===== src/design/mtg_ram.sv =====
// ----------------------------------------------------------------------------
// mtg_ram
// Generic single-write, single-read RAM with a registered read port.
// ----------------------------------------------------------------------------
module mtg_ram #(
    parameter int WIDTH = 32,
    parameter int DEPTH = 64,
    parameter int AW    = (DEPTH > 1) ? $clog2(DEPTH) : 1
) (
    input  logic             clk,
    input  logic             we,
    input  logic [AW-1:0]    waddr,
    input  logic [WIDTH-1:0] wdata,
    input  logic [AW-1:0]    raddr,
    output logic [WIDTH-1:0] rdata
);

    logic [WIDTH-1:0] mem [DEPTH];

    always_ff @(posedge clk)
    begin
        if (we)
        begin
            mem[waddr] <= wdata;
        end
        rdata <= mem[raddr];
    end

endmodule


===== config.mk =====
export PLATFORM = sky130hd
export DESIGN_NAME = mtg_ram
export DESIGN_NICKNAME = d
export VERILOG_FILES = /design/src/design/mtg_ram.sv
export SDC_FILE = /design/constraint.sdc
export NUM_CORES = 2
export LEC_CHECK = 0
export ABC_AREA = 0
export BUFFER_PORTS_ARGS = -buffer_cell sky130_fd_sc_hd__buf_2
export CELL_PAD_IN_SITES_DETAIL_PLACEMENT = 0
export CELL_PAD_IN_SITES_GLOBAL_PLACEMENT = 1
export CORE_MARGIN = 2
export CORE_UTILIZATION = 50
export DETAILED_ROUTE_END_ITERATION = 8
export PLACE_DENSITY_LB_ADDON = 0.3
export SLEW_MARGIN = 30
export SYNTH_ARGS = -nofsm -noshare
export SYNTH_HDL_FRONTEND = slang
export SYNTH_SLANG_ARGS = --single-unit

===== constraint.sdc =====
create_clock -name clk -period 6.7 [get_ports clk]
set_input_delay 0.335 -clock clk [delete_from_list [all_inputs] [get_ports clk]]
set_output_delay 0.335 -clock clk [all_outputs]
set_load 0.01 [all_outputs]

==> flow_summary.ini <==
[critical_path]
r2r_start = mem[59][7]
cp_cell_sequence = buf_8 -> buf_16 -> buf_12 -> buf_12 -> mux4_2 -> mux2i_1 -> nor2_1 -> o32ai_1 -> nor3_1
critPathMaxStageDelay_ns = 1.03
crit_type = in2reg
r2r_slack_ns = 4.17
crit_path_end = rdata[8]
r2r_end = rdata[7]
crit_path_start_kind = input pin
crit_path_end_kind = flop
arrival_ns = 4.01
crit_path_start = raddr[0]
rr_worst_depth = 4
cp_slowest_cell = o32ai_1
worstPathMaxFanout = 54
path_common_cell = buf_12
crit_required_ns = 7.33

[clock_tree]
cts_hold_buf = 0
clkSinkCount = 2080
htreeDepth = 4
root_buffer = clkbuf_16
clkTransAtPathRegs_ns = 0.06
cts_tree = done
clk_latency_ns = 0.82
cts_inserted_buffers = 199
cts_resized = 0
clockBufferDepth = 3
post_cts_buffers = 0

[global_route]
grt_first_pass_wirelength_mm = 276
grt_start_max_net_pins = 122
grt_pass1_vias = 36900
grt_use_total_pct = 24.5
grt_overflow_total = 0
antenna_found_initial = 12

[logic_synthesis]
ys_types = 34
yosys_warnings = 0
yosys.area.top_type = edfxtp_1
synthesis.area_um2 = 78500
synth-seq-cells = 2080
ys_top_cells_by_area = edfxtp_1 78%, mux4_2 16%, mux2i_1 1.2%
synth_top_cell_area_share_pct = 78.3
synth_cells = 3324
syn-num-nets = 3370
seq_area_frac_synth_pct = 79.1
avgSynthCellArea_um2 = 23.6

[route]
drt_pass1_iterations = 5
ant_nets = 0
avgViaCountPerCell = 6.34
drt-initial-drc-count = 4968
drt-total-wl_mm = 195
num_vias = 36700
route.detailed.drc = 0
wl_per_cell_um = 33.8

[placement]
globalplace.congestion = 0.803
dpl.hpwl_mm = 102
port_buffers = 77

[floorplanning]
core.rowCount = 145
io_pins = 78
placeableCoreArea_um2 = 156000
die_y_um = 400
die-area_um2 = 160000
die_w_um = 400
start_util_pct = 50.3

[flow_run]
cap_viol_max_count = 0

[layout]
final_common_cell = edfxtp_1
layout_common_cells = 2,048 x edfxtp_1, 544 x mux4_2, 203 x clkbuf_16
layout-drive-gt1-share_pct = 29.8
final_util_pct = 56.8
fin_nets = 3607
syn2layout_area_growth_pct = 12.8
fillers = 11200
register_area_um2 = 62100
multiInputGateArea_um2 = 16000

[timing]
period_share_pct = 50.5
rsz0062_at_grt = no
fin_tns_setup_ns = 0
setup_viol = 0
fin_skew_ns = 0.0290
worst_pin_slew_ns = 1.21
hold_viol_final = 0
fmax_mhz = 296
fin_crit_ns = 3.38
slew-limit-headroom_pct = 19.1
finalMaxSlewViolations = 0

[pwr]
leakagePower_nw = 27.5
vdd_ir_drop_max_mv = 0.272
power_density_nw_per_um2 = 301

[run_status]
run_status = finished clean

[worst_hold_path]
hold_class = in2reg
[cell type report]
cell class | count | share of cell area (%)
flip-flops and latches | 2080 | 70.2
multi-input cells | 1062 | 18.1
clock buffers | 282 | 6.34
well taps | 2058 | 2.91
repair buffers | 218 | 1.79
clock inverters | 85 | 0.730
diodes | 2 | 0.00565
[report_power, final]
| group | internal (mW) | total (mW) | switching (mW) |
|---|---|---|---|
| logic | 0.481 | 1.35 | 0.870 |
| clock network | 6.12 | 10.8 | 4.70 |
| registers | 14.4 | 14.5 | 0.0590 |
[cell families after synthesis]
family / count (synthesis) / share of synthesized area (%)
buffers and inverters: 182 / 1.13
flip-flops: 2080 / 79.1
AO/OA/AOI/OAI: 202 / 1.67
AND/OR/NAND/NOR: 223 / 1.27
multiplexers: 637 / 16.8
[worst min path at each step]
stage | end | slack (ns) | cells after the start | startpoint
final | mem[45][8] | 0.14 | 1 | wdata[8]
after global placement | rdata[7] | 0.74 | 1 | rdata[7]
after floorplan | mem[0][0] | 0.43 | 0 | wdata[0]
after detailed placement | rdata[7] | 0.73 | 1 | rdata[7]
after CTS | mem[32][8] | 0.07 | 1 | wdata[8]
after global routing | mem[45][8] | 0.11 | 1 | wdata[8]
[sequential cells by signal, indices dropped and copies added (netlist names)]
name,cells
mem,2048
rdata,32
[per-stage QoR]
| step | cell area [µm²] | hold slack [ns] | total power, mW | std cells | worst slack, ns |
|---|---|---|---|---|---|
| after floorplan | 78500 | 0.434 | 15.4 | 3324 | 3.21 |
| after global placement | 82200 | 0.737 | 16.1 | 5416 | 2.48 |
| after detailed placement | 82300 | 0.732 | 16.1 | 5416 | 2.50 |
| after CTS | 88500 | 0.0731 | 26.8 | 5783 | 3.38 |
| after global routing | 88600 | 0.112 | 27.3 | 5785 | 3.27 |
| final | 88600 | 0.140 | 26.6 | 5787 | 3.32 |
[cells in the mapped netlist]
library cell,count
or2_2,1
a41o_1,4
or3_1,3
nand4b_1,1
and2_1,2
a21oi_1,62
dfxtp_1,32
o32ai_1,4
mux2i_1,93
nand4_1,2
nand3b_1,5
and3_1,4
or3b_2,3
mux4_2,544
a31oi_1,1
buf_1,21
edfxtp_1,2048
nor2b_1,15
nand3_1,5
buf_2,57
or2_0,1
or2_1,1
nor3_1,7
clkbuf_1,74
a311oi_1,8
buf_4,25
buf_6,5
nor2_1,137
nand2_1,26
nand2b_1,8
or3b_1,2
a22oi_1,12
o221ai_1,27
o22ai_1,84
[layer usage]
metal	vias to the layer above	share of wire, %	track usage [%]
met2	1694	49	39.5
met4	6	2.4	6.76
li1	14800	-	-
met3	267	8.9	4.79
met1	19900	39	34.6
met5	-	0.017	0
[critical path: cells and delay by family]
family | cells | cell delay (ns)
mux | 2 | 0.77
buf+inv | 4 | 1.52
simple gates | 2 | 0.19
compound gates | 1 | 1.03
(Power assumes the default switching activity.)
